<file path="config.mk">
export PLATFORM = sky130hd
export DESIGN_NAME = cluster_label_table_compactor
export DESIGN_NICKNAME = d
export VERILOG_FILES = /design/src/rtl/clt_pkg.sv /design/src/rtl/clt_dpath.sv /design/src/rtl/clt_ctrl.sv /design/src/rtl/cluster_label_table_compactor.sv
export SDC_FILE = /design/constraint.sdc
export NUM_CORES = 2
export LEC_CHECK = 0
export BUFFER_PORTS_ARGS = -buffer_cell sky130_fd_sc_hd__buf_2
export CORE_MARGIN = 2
export CORE_UTILIZATION = 55
export DETAILED_ROUTE_END_ITERATION = 10
export PLACE_DENSITY = 0.69
export SLEW_MARGIN = 40
export SYNTH_ARGS = -nofsm -noshare
export SYNTH_HDL_FRONTEND = slang
export SYNTH_SLANG_ARGS = --single-unit
</file>
<file path="constraint.sdc">
create_clock -name clk_i -period 8.8 [get_ports clk_i]
set_clock_uncertainty 0.2 [all_clocks]
set_input_delay 2.2 -clock clk_i [delete_from_list [all_inputs] [get_ports clk_i]]
set_output_delay 2.2 -clock clk_i [all_outputs]
set_load 0.02 [all_outputs]
</file>
<file path="src/rtl/clt_pkg.sv">
// Shared types and constants of the cluster label table compactor.
// No dependencies; imported by every module of the block.
package clt_pkg;

  localparam int MaxPoints = 64;
  localparam int PtW       = $clog2(MaxPoints);
  localparam int CntW      = $clog2(MaxPoints + 1);
  localparam int LabW      = PtW + 1;
  localparam int ClW       = 8;
  localparam int InW       = 16;
  localparam int OutW      = 32;

  localparam logic [LabW-1:0] LabNone = '1;

  typedef enum logic [1:0] {
    FUNC_CLEAR = 2'd0,
    FUNC_LOAD  = 2'd1,
    FUNC_MOVE  = 2'd2,
    FUNC_READ  = 2'd3
  } func_e;

  typedef enum logic [1:0] {
    STS_OK      = 2'd0,
    STS_POINT   = 2'd1,
    STS_CLUSTER = 2'd2
  } status_e;

  typedef struct packed {
    logic [PtW-1:0]  moved_from;
    logic            relabeled;
    logic [CntW-1:0] cluster_size;
    logic [CntW-1:0] num_clusters;
    logic [LabW-1:0] label;
    status_e         status;
  } res_t;

  typedef struct packed {
    logic latch;
    logic clear;
    logic lab_rd_p;
    logic chk;
    logic sz_rd_old;
    logic sz_dec_old;
    logic lab_wr_p;
    logic sz_rd_c;
    logic sz_inc_c;
    logic cmp_chk;
    logic sz_rd_last;
    logic sz_cp_last;
    logic sz_zero_last;
    logic walk_start;
    logic walk;
    logic fin_lab_take;
    logic fin_sz_rd;
    logic fin_sz_take;
    logic out_load;
  } cmd_t;

  typedef struct packed {
    func_e func;
    logic  pvalid;
    logic  range_err;
    logic  same;
    logic  rd_alloc;
    logic  c_alloc;
    logic  cmp_need;
    logic  cmp_short;
    logic  rel;
    logic  walk_done;
    logic  out_free;
  } sts_t;

endpackage

</file>
<file path="src/rtl/clt_dpath.sv">
// Datapath: label and size memories, cluster count, walk counter, result register.
// Depends on clt_pkg; driven by clt_ctrl through cmd_t, reports through sts_t.
module clt_dpath import clt_pkg::*; (
  input  logic              clk_i,
  input  logic              rst_ni,
  input  cmd_t              cmd_i,
  output sts_t              sts_o,
  input  logic [InW-1:0]    in_data_i,
  input  logic              cfg_we_i,
  input  logic [CntW-1:0]   cfg_wdata_i,
  input  logic              out_ready_i,
  output logic              out_valid_o,
  output logic [OutW-1:0]   out_data_o
);

  func_e                 func_q;
  logic [PtW-1:0]        pt_q;
  logic signed [ClW-1:0] cl_q;
  logic                  pvalid_q;
  logic [CntW-1:0]       piu_q, cnt_q, npts;
  logic [LabW-1:0]       old_q, fin_lab_q;
  logic [CntW-1:0]       oldsz_q, fin_sz_q;
  logic [PtW-1:0]        last_q, from_q;
  logic                  rel_q;
  status_e               stat_q;

  logic [LabW-1:0]       lab_mem [MaxPoints];
  logic [MaxPoints-1:0]  lab_vld_q;
  logic [LabW-1:0]       lab_rdat_q;
  logic                  lab_rvld_q;
  logic [CntW-1:0]       sz_mem [MaxPoints];
  logic [MaxPoints-1:0]  sz_vld_q;
  logic [CntW-1:0]       sz_rdat_q;
  logic                  sz_rvld_q;

  logic [CntW-1:0]       widx_q;
  logic                  pend_q;
  logic [PtW-1:0]        pidx_q;
  logic                  walk_more;

  res_t                  out_q;
  logic                  out_vld_q;

  logic [LabW-1:0]       lab_rd;
  logic [CntW-1:0]       sz_rd, sz_dec;
  logic                  lab_re, lab_we, sz_re, sz_we;
  logic [PtW-1:0]        lab_raddr, lab_waddr, sz_raddr, sz_waddr;
  logic [LabW-1:0]       lab_wdat;
  logic [CntW-1:0]       sz_wdat;
  logic                  range_err, walk_hit;
  logic [CntW-1:0]       c_plus1;

  assign npts      = (piu_q > CntW'(MaxPoints)) ? CntW'(MaxPoints) : piu_q;
  assign lab_rd    = lab_rvld_q ? lab_rdat_q : LabNone;
  assign sz_rd     = sz_rvld_q ? sz_rdat_q : '0;
  assign sz_dec    = (sz_rd != '0) ? sz_rd - CntW'(1) : sz_rd;
  assign walk_more = widx_q < CntW'(MaxPoints);
  assign walk_hit  = pend_q && (lab_rd == {1'b0, last_q});
  assign c_plus1   = CntW'(cl_q[PtW-1:0]) + CntW'(1);

  always_comb begin
    range_err = 1'b0;
    case (func_q)
      FUNC_LOAD: begin
        range_err = (cl_q < -8'sd1) || (cl_q >= $signed(ClW'(MaxPoints)));
      end
      FUNC_MOVE: begin
        range_err = (cl_q < -8'sd1) || (cl_q > $signed(ClW'(cnt_q))) ||
                    (cl_q >= $signed(ClW'(MaxPoints)));
      end
      default: range_err = 1'b0;
    endcase
  end

  // label memory port selection
  always_comb begin
    lab_re    = cmd_i.lab_rd_p || (cmd_i.walk && walk_more);
    lab_raddr = cmd_i.walk ? widx_q[PtW-1:0] : pt_q;
    lab_we    = cmd_i.lab_wr_p || walk_hit;
    lab_waddr = cmd_i.lab_wr_p ? pt_q : pidx_q;
    lab_wdat  = cmd_i.lab_wr_p ? cl_q[LabW-1:0] : old_q;
  end

  // size memory port selection
  always_comb begin
    sz_re    = cmd_i.sz_rd_old || cmd_i.sz_rd_c || cmd_i.sz_rd_last || cmd_i.fin_sz_rd;
    sz_raddr = old_q[PtW-1:0];
    if (cmd_i.sz_rd_c) begin
      sz_raddr = cl_q[PtW-1:0];
    end else if (cmd_i.sz_rd_last) begin
      sz_raddr = last_q;
    end else if (cmd_i.fin_sz_rd) begin
      sz_raddr = fin_lab_q[PtW-1:0];
    end
    sz_we    = cmd_i.sz_dec_old || cmd_i.sz_inc_c || cmd_i.sz_cp_last || cmd_i.sz_zero_last;
    sz_waddr = old_q[PtW-1:0];
    sz_wdat  = sz_dec;
    if (cmd_i.sz_inc_c) begin
      sz_waddr = cl_q[PtW-1:0];
      sz_wdat  = sz_rd + CntW'(1);
    end else if (cmd_i.sz_cp_last) begin
      sz_wdat  = sz_rd;
    end else if (cmd_i.sz_zero_last) begin
      sz_waddr = last_q;
      sz_wdat  = '0;
    end
  end

  always_ff @(posedge clk_i) begin
    if (lab_we) begin
      lab_mem[lab_waddr] <= lab_wdat;
    end
    if (lab_re) begin
      lab_rdat_q <= lab_mem[lab_raddr];
    end
    if (sz_we) begin
      sz_mem[sz_waddr] <= sz_wdat;
    end
    if (sz_re) begin
      sz_rdat_q <= sz_mem[sz_raddr];
    end
  end

  // valid bits, count, config and handshake state
  always_ff @(posedge clk_i or negedge rst_ni) begin
    if (!rst_ni) begin
      lab_vld_q  <= '0;
      sz_vld_q   <= '0;
      lab_rvld_q <= 1'b0;
      sz_rvld_q  <= 1'b0;
      cnt_q      <= '0;
      piu_q      <= CntW'(MaxPoints);
      pend_q     <= 1'b0;
      widx_q     <= '0;
      out_vld_q  <= 1'b0;
    end else begin
      if (cfg_we_i) begin
        piu_q <= cfg_wdata_i;
      end
      if (cmd_i.clear) begin
        lab_vld_q <= '0;
        sz_vld_q  <= '0;
      end else begin
        if (lab_we) begin
          lab_vld_q[lab_waddr] <= 1'b1;
        end
        if (sz_we) begin
          sz_vld_q[sz_waddr] <= 1'b1;
        end
      end
      if (lab_re) begin
        lab_rvld_q <= lab_vld_q[lab_raddr];
      end
      if (sz_re) begin
        sz_rvld_q <= sz_vld_q[sz_raddr];
      end

      if (cmd_i.clear) begin
        cnt_q <= '0;
      end else if (cmd_i.sz_inc_c) begin
        if (func_q == FUNC_LOAD && c_plus1 > cnt_q) begin
          cnt_q <= c_plus1;
        end else if (func_q == FUNC_MOVE && CntW'(cl_q[PtW-1:0]) == cnt_q) begin
          cnt_q <= cnt_q + CntW'(1);
        end
      end else if (cmd_i.cmp_chk && sts_o.cmp_need && sts_o.cmp_short) begin
        if (cnt_q != '0) begin
          cnt_q <= cnt_q - CntW'(1);
        end
      end else if (cmd_i.sz_zero_last) begin
        cnt_q <= cnt_q - CntW'(1);
      end

      if (cmd_i.walk_start) begin
        widx_q <= '0;
        pend_q <= 1'b0;
      end else if (cmd_i.walk) begin
        pend_q <= walk_more;
        if (walk_more) begin
          widx_q <= widx_q + CntW'(1);
        end
      end

      if (cmd_i.out_load) begin
        out_vld_q <= 1'b1;
      end else if (out_ready_i) begin
        out_vld_q <= 1'b0;
      end
    end
  end

  // item payload and working registers
  always_ff @(posedge clk_i) begin
    if (cmd_i.latch) begin
      func_q    <= func_e'(in_data_i[1:0]);
      pt_q      <= in_data_i[PtW+1:2];
      cl_q      <= $signed(in_data_i[PtW+2+ClW-1:PtW+2]);
      pvalid_q  <= CntW'(in_data_i[PtW+1:2]) < npts;
      stat_q    <= (func_e'(in_data_i[1:0]) != FUNC_CLEAR &&
                    !(CntW'(in_data_i[PtW+1:2]) < npts)) ? STS_POINT : STS_OK;
      rel_q     <= 1'b0;
      from_q    <= '0;
      fin_lab_q <= LabNone;
      fin_sz_q  <= '0;
    end
    if (cmd_i.chk) begin
      old_q <= lab_rd;
      if (range_err) begin
        stat_q <= STS_CLUSTER;
      end
    end
    if (cmd_i.sz_dec_old) begin
      oldsz_q <= sz_dec;
    end
    if (cmd_i.cmp_chk) begin
      last_q <= PtW'(cnt_q - CntW'(1));
    end
    if (cmd_i.sz_cp_last && sz_rd != '0) begin
      rel_q  <= 1'b1;
      from_q <= last_q;
    end
    if (cmd_i.walk) begin
      pidx_q <= widx_q[PtW-1:0];
    end
    if (cmd_i.fin_lab_take) begin
      fin_lab_q <= lab_rd;
      fin_sz_q  <= '0;
    end
    if (cmd_i.fin_sz_take) begin
      fin_sz_q <= sz_rd;
    end
    if (cmd_i.out_load) begin
      out_q.status       <= stat_q;
      out_q.label        <= fin_lab_q;
      out_q.num_clusters <= cnt_q;
      out_q.cluster_size <= fin_sz_q;
      out_q.relabeled    <= rel_q;
      out_q.moved_from   <= from_q;
    end
  end

  always_comb begin
    sts_o.func      = func_q;
    sts_o.pvalid    = pvalid_q;
    sts_o.range_err = range_err;
    sts_o.same      = $signed(ClW'($signed(lab_rd))) == cl_q;
    sts_o.rd_alloc  = !lab_rd[LabW-1];
    sts_o.c_alloc   = !cl_q[ClW-1];
    sts_o.cmp_need  = !old_q[LabW-1] && (oldsz_q == '0);
    sts_o.cmp_short = (cnt_q <= CntW'(1)) ||
                      (CntW'(old_q[PtW-1:0]) + CntW'(1) == cnt_q);
    sts_o.rel       = rel_q;
    sts_o.walk_done = !walk_more && !pend_q;
    sts_o.out_free  = !out_vld_q || out_ready_i;
  end

  assign out_valid_o = out_vld_q;
  assign out_data_o  = OutW'(out_q);

  a_cnt_bound: assert property (@(posedge clk_i) disable iff (!rst_ni)
    cnt_q <= CntW'(MaxPoints))
    else $error("cluster count above point capacity");

  a_walk_last: assert property (@(posedge clk_i) disable iff (!rst_ni)
    pend_q |-> ({1'b0, last_q} == cnt_q))
    else $error("renumber walk with count not dropped to last cluster");

  a_rel_ok: assert property (@(posedge clk_i) disable iff (!rst_ni)
    (out_vld_q && out_q.relabeled) |-> (out_q.status == STS_OK))
    else $error("renumbering reported on a rejected item");

endmodule

</file>
<file path="src/rtl/clt_ctrl.sv">
// Controller: sequences one item at a time through the datapath.
// Depends on clt_pkg; drives clt_dpath through cmd_t and reads sts_t.
module clt_ctrl import clt_pkg::*; (
  input  logic clk_i,
  input  logic rst_ni,
  input  logic in_valid_i,
  output logic in_ready_o,
  input  sts_t sts_i,
  output cmd_t cmd_o
);

  typedef enum logic [4:0] {
    S_IDLE, S_DEC, S_LRD, S_LCHK, S_DRD, S_DWR, S_WLAB, S_IRD, S_IWR,
    S_CCHK, S_LSRD, S_LSCP, S_LSZ0, S_WALK, S_FLR, S_FLD, S_FSR, S_FSD, S_DONE
  } state_e;

  state_e state_q, state_d;

  assign in_ready_o = (state_q == S_IDLE);

  always_comb begin
    state_d = state_q;
    cmd_o   = '0;
    case (state_q)
      S_IDLE: begin
        if (in_valid_i) begin
          cmd_o.latch = 1'b1;
          state_d     = S_DEC;
        end
      end
      S_DEC: begin
        if (sts_i.func == FUNC_CLEAR) begin
          cmd_o.clear = 1'b1;
          state_d     = S_DONE;
        end else if (!sts_i.pvalid) begin
          state_d = S_DONE;
        end else begin
          state_d = S_LRD;
        end
      end
      S_LRD: begin
        cmd_o.lab_rd_p = 1'b1;
        state_d        = S_LCHK;
      end
      S_LCHK: begin
        cmd_o.chk = 1'b1;
        if (sts_i.func == FUNC_READ || sts_i.range_err || sts_i.same) begin
          state_d = S_FLR;
        end else if (sts_i.rd_alloc) begin
          state_d = S_DRD;
        end else begin
          state_d = S_WLAB;
        end
      end
      S_DRD: begin
        cmd_o.sz_rd_old = 1'b1;
        state_d         = S_DWR;
      end
      S_DWR: begin
        cmd_o.sz_dec_old = 1'b1;
        state_d          = S_WLAB;
      end
      S_WLAB: begin
        cmd_o.lab_wr_p = 1'b1;
        if (sts_i.c_alloc) begin
          state_d = S_IRD;
        end else if (sts_i.func == FUNC_MOVE) begin
          state_d = S_CCHK;
        end else begin
          state_d = S_FLR;
        end
      end
      S_IRD: begin
        cmd_o.sz_rd_c = 1'b1;
        state_d       = S_IWR;
      end
      S_IWR: begin
        cmd_o.sz_inc_c = 1'b1;
        state_d        = (sts_i.func == FUNC_MOVE) ? S_CCHK : S_FLR;
      end
      S_CCHK: begin
        cmd_o.cmp_chk = 1'b1;
        state_d       = (sts_i.cmp_need && !sts_i.cmp_short) ? S_LSRD : S_FLR;
      end
      S_LSRD: begin
        cmd_o.sz_rd_last = 1'b1;
        state_d          = S_LSCP;
      end
      S_LSCP: begin
        cmd_o.sz_cp_last = 1'b1;
        state_d          = S_LSZ0;
      end
      S_LSZ0: begin
        cmd_o.sz_zero_last = 1'b1;
        cmd_o.walk_start   = 1'b1;
        state_d            = sts_i.rel ? S_WALK : S_FLR;
      end
      S_WALK: begin
        cmd_o.walk = 1'b1;
        if (sts_i.walk_done) begin
          state_d = S_FLR;
        end
      end
      S_FLR: begin
        cmd_o.lab_rd_p = 1'b1;
        state_d        = S_FLD;
      end
      S_FLD: begin
        cmd_o.fin_lab_take = 1'b1;
        state_d            = sts_i.rd_alloc ? S_FSR : S_DONE;
      end
      S_FSR: begin
        cmd_o.fin_sz_rd = 1'b1;
        state_d         = S_FSD;
      end
      S_FSD: begin
        cmd_o.fin_sz_take = 1'b1;
        state_d           = S_DONE;
      end
      S_DONE: begin
        if (sts_i.out_free) begin
          cmd_o.out_load = 1'b1;
          state_d        = S_IDLE;
        end
      end
      default: state_d = S_IDLE;
    endcase
  end

  always_ff @(posedge clk_i or negedge rst_ni) begin
    if (!rst_ni) begin
      state_q <= S_IDLE;
    end else begin
      state_q <= state_d;
    end
  end

  a_accept_dec: assert property (@(posedge clk_i) disable iff (!rst_ni)
    (in_valid_i && in_ready_o) |=> (state_q == S_DEC))
    else $error("accepted item not decoded");

  a_walk_rel: assert property (@(posedge clk_i) disable iff (!rst_ni)
    (state_q == S_WALK) |-> sts_i.rel)
    else $error("relabel walk without a renumbered cluster");

endmodule

</file>
<file path="src/rtl/cluster_label_table_compactor.sv">
// Top level of the cluster label table compactor.
// Depends on clt_pkg, clt_ctrl and clt_dpath.
//
// One item is handled at a time. Clear items and items with an out-of-range point skip
// the memory accesses and go straight to the result; a move that empties a cluster
// other than the last one and renumbers the last cluster adds a walk over the label
// memory at one entry per cycle. A waiting result sits in the output register while
// the next item is accepted. Memory contents are marked by per-entry valid bits, so
// reset and clear act at once with no clearing pass.
module cluster_label_table_compactor import clt_pkg::*; (
  input  logic            clk_i,
  input  logic            rst_ni,
  input  logic            cfg_we_i,
  input  logic [CntW-1:0] cfg_wdata_i,     // points_in_use
  input  logic            s_axis_tvalid,
  output logic            s_axis_tready,
  input  logic [InW-1:0]  s_axis_tdata,    // func[1:0], point[7:2], cluster[15:8]
  output logic            m_axis_tvalid,
  input  logic            m_axis_tready,
  output logic [OutW-1:0] m_axis_tdata     // status[1:0], label[8:2], num_clusters[15:9],
                                           // cluster_size[22:16], relabeled[23],
                                           // moved_from[29:24]
);

  cmd_t cmd;
  sts_t sts;

  clt_ctrl u_ctrl (
    .clk_i      (clk_i),
    .rst_ni     (rst_ni),
    .in_valid_i (s_axis_tvalid),
    .in_ready_o (s_axis_tready),
    .sts_i      (sts),
    .cmd_o      (cmd)
  );

  clt_dpath u_dpath (
    .clk_i       (clk_i),
    .rst_ni      (rst_ni),
    .cmd_i       (cmd),
    .sts_o       (sts),
    .in_data_i   (s_axis_tdata),
    .cfg_we_i    (cfg_we_i),
    .cfg_wdata_i (cfg_wdata_i),
    .out_ready_i (m_axis_tready),
    .out_valid_o (m_axis_tvalid),
    .out_data_o  (m_axis_tdata)
  );

endmodule
</file>
==> metrics.yaml <==
outcome: "completed"
totalPowerFinal_uw: 17900
post_synth_xor_area_fraction_pct: 0.735
die-width_um: 302
syn_to_final_growth_pct: 11.2
yosys.area.top_type: "sky130_fd_sc_hd__edfxtp_1"
critical_path_class: "register to register"
fin_tns_setup_ns: 0
synth_compound_area_share_pct: 7.50
netlist_top_cells_area: "sky130_fd_sc_hd__edfxtp_1 62%, sky130_fd_sc_hd__dfrtp_1 8.0%, sky130_fd_sc_hd__mux4_2 7.5%"
number_of_buffers_on_the_longest_clock_path: 3
dr_total_vias: 28100
ys_seq_area_share_pct: 69.8
synth_simple_gate_area_share_pct: 7.58
synth_edf_count: 1003
timing.slew.headroom_pct: 40.1
worst_slew_pin_slew_ns: 0.889
timing.final.setup_violations: 0
die_area_sq_mm: 0.0913
yosysUniqueCellTypes: 87
dp_slack_ns: 3.68
wl_per_cell_um: 26.7
vias_per_cell: 6.33
critical_path_s_largest_stage_delay_ns: 0.72
critical_path.top_delay_family: "compound AO/OA/AOI/OAI gates"
htree_num_levels: 3
yosys_register_bits: 1164
antenna_cells_inserted: 0
fp.coreArea_sq_mm: 0.0882
cts_buffers: 116
worst-endpoint-arrival_ns: 5.37
hold_viol: 0
critPathBufInv: 3
clock_insertion_delay_worst_skew_ns: 0.73
muxShareOfSynthArea_pct: 11.3
synth_largest_type_area_fraction_pct: 61.6
synth_top_flop_cell: "sky130_fd_sc_hd__edfxtp_1"
firstDrtPassIters: 6
holdCritPathClass: "register to register"
worst_ir_drop_vdd_mv: 0.323
syn-mean-instance-area_sq_um: 15.7
detailedPlacementHpwl_um: 72900
critical_path_required_ns: 9.02
first_global_vias: 27800
grt.overflow.total: 0
total_leakage_power_uw: 0.0190
timing.critical_path.slowest_stage_cell: "sky130_fd_sc_hd__dfrtp_1"
cts_resized: 0
period_minus_slack_ns: 5.15
placementRows: 109
synth_top_family_by_area: "multiplexers"
port_buffers: 59
syn-cell-area_sq_mm: 0.0489
post-cts-setup-buffer-count: 0
cellPowerDensity_mw_per_mm2: 330
tritoncts: "built"
path_clk_slew_ns: 0.07
drive_gt1_share_pct: 17.4
finalMaxSlewViolations: 0
synth_cells: 3116
routed_wl_um: 119000
kind_of_end_point_of_the_critical_path: "register"
chipHeight_um: 302
rsz0062_at_grt: "false"
detail_route.drc_violations: 0
nFillCells: 6342
highest_fanout_seen_on_the_critical_path: 109
detail-route-antenna-nets: 0
synthAdderAreaFrac_pct: 0.845
fin_hold_ws_ns: 0.219
initial_core_util_pct: 55.4
grt_first_pass_wirelength_um: 178000
finish.net_count: 3229
clock.fmax_ghz: 0.194
cp_common_cell: "sky130_fd_sc_hd__a211oi_1"
io_pins: 62
gpl.final_weighted_congestion: 0.911
number_of_antenna_violations_at_the_first_check_in_global_routing: 0
final_min_period_over_clock_period_pct: 58.5
setup_ws_ns: 3.65
clk_root_buffer_cell: "sky130_fd_sc_hd__clkbuf_16"
synth-async-reset-ratio_pct: 13.6
worstPathCellList: "nand2b_1 > nor2_1 > nand2_1 > inv_4 > mux2i_4 > buf_6 > buf_12 > mux4_2 > and2_1 > a211oi_1 > a31oi_1 > a211oi_1 > a21oi_1"
clock-sinks: 1164
worst_setup_path_start_kind: "register"
grt_max_degree: 110
overall_global_routing_resource_usage_pct: 26.2
max_cap_violations: 0
synth-warning-count: 0
cts_hold_buffers: 0
drt-initial-drc-count: 3085
==> synth_stat cells, types with 8 or more instances <==
master                     number
sky130_fd_sc_hd__a211oi_1      66
sky130_fd_sc_hd__a21o_1        11
sky130_fd_sc_hd__a21oi_1       51
sky130_fd_sc_hd__a22o_1        10
sky130_fd_sc_hd__a22oi_1       12
sky130_fd_sc_hd__a311oi_1      31
sky130_fd_sc_hd__a31oi_1       44
sky130_fd_sc_hd__and2_1        34
sky130_fd_sc_hd__and3_1        57
sky130_fd_sc_hd__buf_2         31
sky130_fd_sc_hd__buf_4         23
sky130_fd_sc_hd__buf_6         19
sky130_fd_sc_hd__clkbuf_1      93
sky130_fd_sc_hd__dfrtp_1      157
sky130_fd_sc_hd__edfxtp_1    1003
sky130_fd_sc_hd__ha_1          33
sky130_fd_sc_hd__inv_1         30
sky130_fd_sc_hd__mux2_2        24
sky130_fd_sc_hd__mux2i_1      156
sky130_fd_sc_hd__mux4_2       163
sky130_fd_sc_hd__nand2_1      364
sky130_fd_sc_hd__nand2b_1      17
sky130_fd_sc_hd__nand3_1       39
sky130_fd_sc_hd__nand3b_1       9
sky130_fd_sc_hd__nand4_1       12
sky130_fd_sc_hd__nor2_1       221
sky130_fd_sc_hd__nor2b_1        9
sky130_fd_sc_hd__nor3_1        19
sky130_fd_sc_hd__nor4_1         9
sky130_fd_sc_hd__o211ai_1      12
sky130_fd_sc_hd__o21a_1       155
sky130_fd_sc_hd__o21ai_0       41
sky130_fd_sc_hd__o22ai_1        8
sky130_fd_sc_hd__xnor2_1       26
sky130_fd_sc_hd__xor2_1        15
==> per-layer routing <==
layer  GRT usage, %  part of all wire, %  vias up
met5              0                    0        -
li1               -                    -    12200
met4           7.73                  2.7        0
met3           4.85                  7.8      219
met1           36.9                   41    14400
met2           42.1                   48     1285
==> where the power goes <==
part	internal [uW]	switching, uW	total, uW
sequential	7360	368	7730
combinational	1730	3520	5250
clock	2810	2140	4950
==> cell usage in the layout, fill, tap and decap left out, types with 10 or more instances in the layout <==
cell type                   count
sky130_fd_sc_hd__nand2b_1      17
sky130_fd_sc_hd__buf_4         34
sky130_fd_sc_hd__mux4_2       163
sky130_fd_sc_hd__a21o_1        10
sky130_fd_sc_hd__clkinv_2      24
sky130_fd_sc_hd__a211oi_1      66
sky130_fd_sc_hd__inv_1         30
sky130_fd_sc_hd__nand3_1       37
sky130_fd_sc_hd__buf_2         59
sky130_fd_sc_hd__mux2_2        24
sky130_fd_sc_hd__a21oi_1       51
sky130_fd_sc_hd__xnor2_1       26
sky130_fd_sc_hd__o211ai_1      12
sky130_fd_sc_hd__o21ai_0       39
sky130_fd_sc_hd__clkbuf_16    116
sky130_fd_sc_hd__xor2_1        15
sky130_fd_sc_hd__ha_1          33
sky130_fd_sc_hd__nor2_2        45
sky130_fd_sc_hd__a311oi_1      30
sky130_fd_sc_hd__dfrtp_1      157
sky130_fd_sc_hd__clkbuf_1      16
sky130_fd_sc_hd__edfxtp_1    1003
sky130_fd_sc_hd__a22oi_1       12
sky130_fd_sc_hd__a31oi_1       41
sky130_fd_sc_hd__nor3_1        18
sky130_fd_sc_hd__and3_1        57
sky130_fd_sc_hd__nor2_1       176
sky130_fd_sc_hd__mux2i_1      151
sky130_fd_sc_hd__and2_1        34
sky130_fd_sc_hd__clkinv_1      31
sky130_fd_sc_hd__o21a_1       155
sky130_fd_sc_hd__nand4_1       12
sky130_fd_sc_hd__nand2_1      363
sky130_fd_sc_hd__bufinv_16     11
==> flip-flops by register name (all words and copies together) (netlist names), 8 cells and up <==
register / count
u_dpath.out_data_o: 30
u_dpath.cl_q: 8
u_dpath.sz_mem: 448
u_dpath.sz_vld_q: 64
u_dpath.lab_vld_q: 64
u_dpath.lab_mem: 448
==> final timing paths <==
kind                                     start                      to  slack [ns]  cells after the start
max in group asynchronous               rst_ni   u_dpath.lab_vld_q[60]        6.10                      2
min in group asynchronous               rst_ni        u_dpath.cnt_q[2]        1.24                      1
min reg2reg                u_dpath.fin_sz_q[1]  u_dpath.out_data_o[17]        0.22                      0
max reg2reg                  u_ctrl.state_q[0]   u_dpath.lab_rdat_q[6]        3.65                     13
min                        u_dpath.fin_sz_q[1]  u_dpath.out_data_o[17]        0.22                      0
max                          u_ctrl.state_q[0]   u_dpath.lab_rdat_q[6]        3.65                     13
==> cells by family after synthesis <==
group	count (synthesis)
other cells	1
buf+inv	209
xor+xnor	41
compound gates	504
simple gates	821
flops	1164
mux	343
fa+ha+maj	33
==> layout make-up <==
type / count / area (sq um) / area share, %
Sequential cell: 1164 / 34100 / 62.8
Multi-Input combinational cell: 1744 / 14000 / 25.7
Clock buffer: 138 / 3050 / 5.60
Tap cell: 1165 / 1460 / 2.68
Timing Repair Buffer: 110 / 816 / 1.50
Clock inverter: 84 / 806 / 1.48
Inverter: 32 / 123 / 0.226
==> through the flow <==
stage	instances	utilization (%)	instance area, sq um
global route	4437	61.6	54400
global placement	4204	56.9	50200
detailed placement	4212	57.1	50400
floorplan	3117	-	48900
CTS	4434	61.5	54200
finish	4437	61.6	54400
Note: power is estimated with default switching activity, not from simulation.
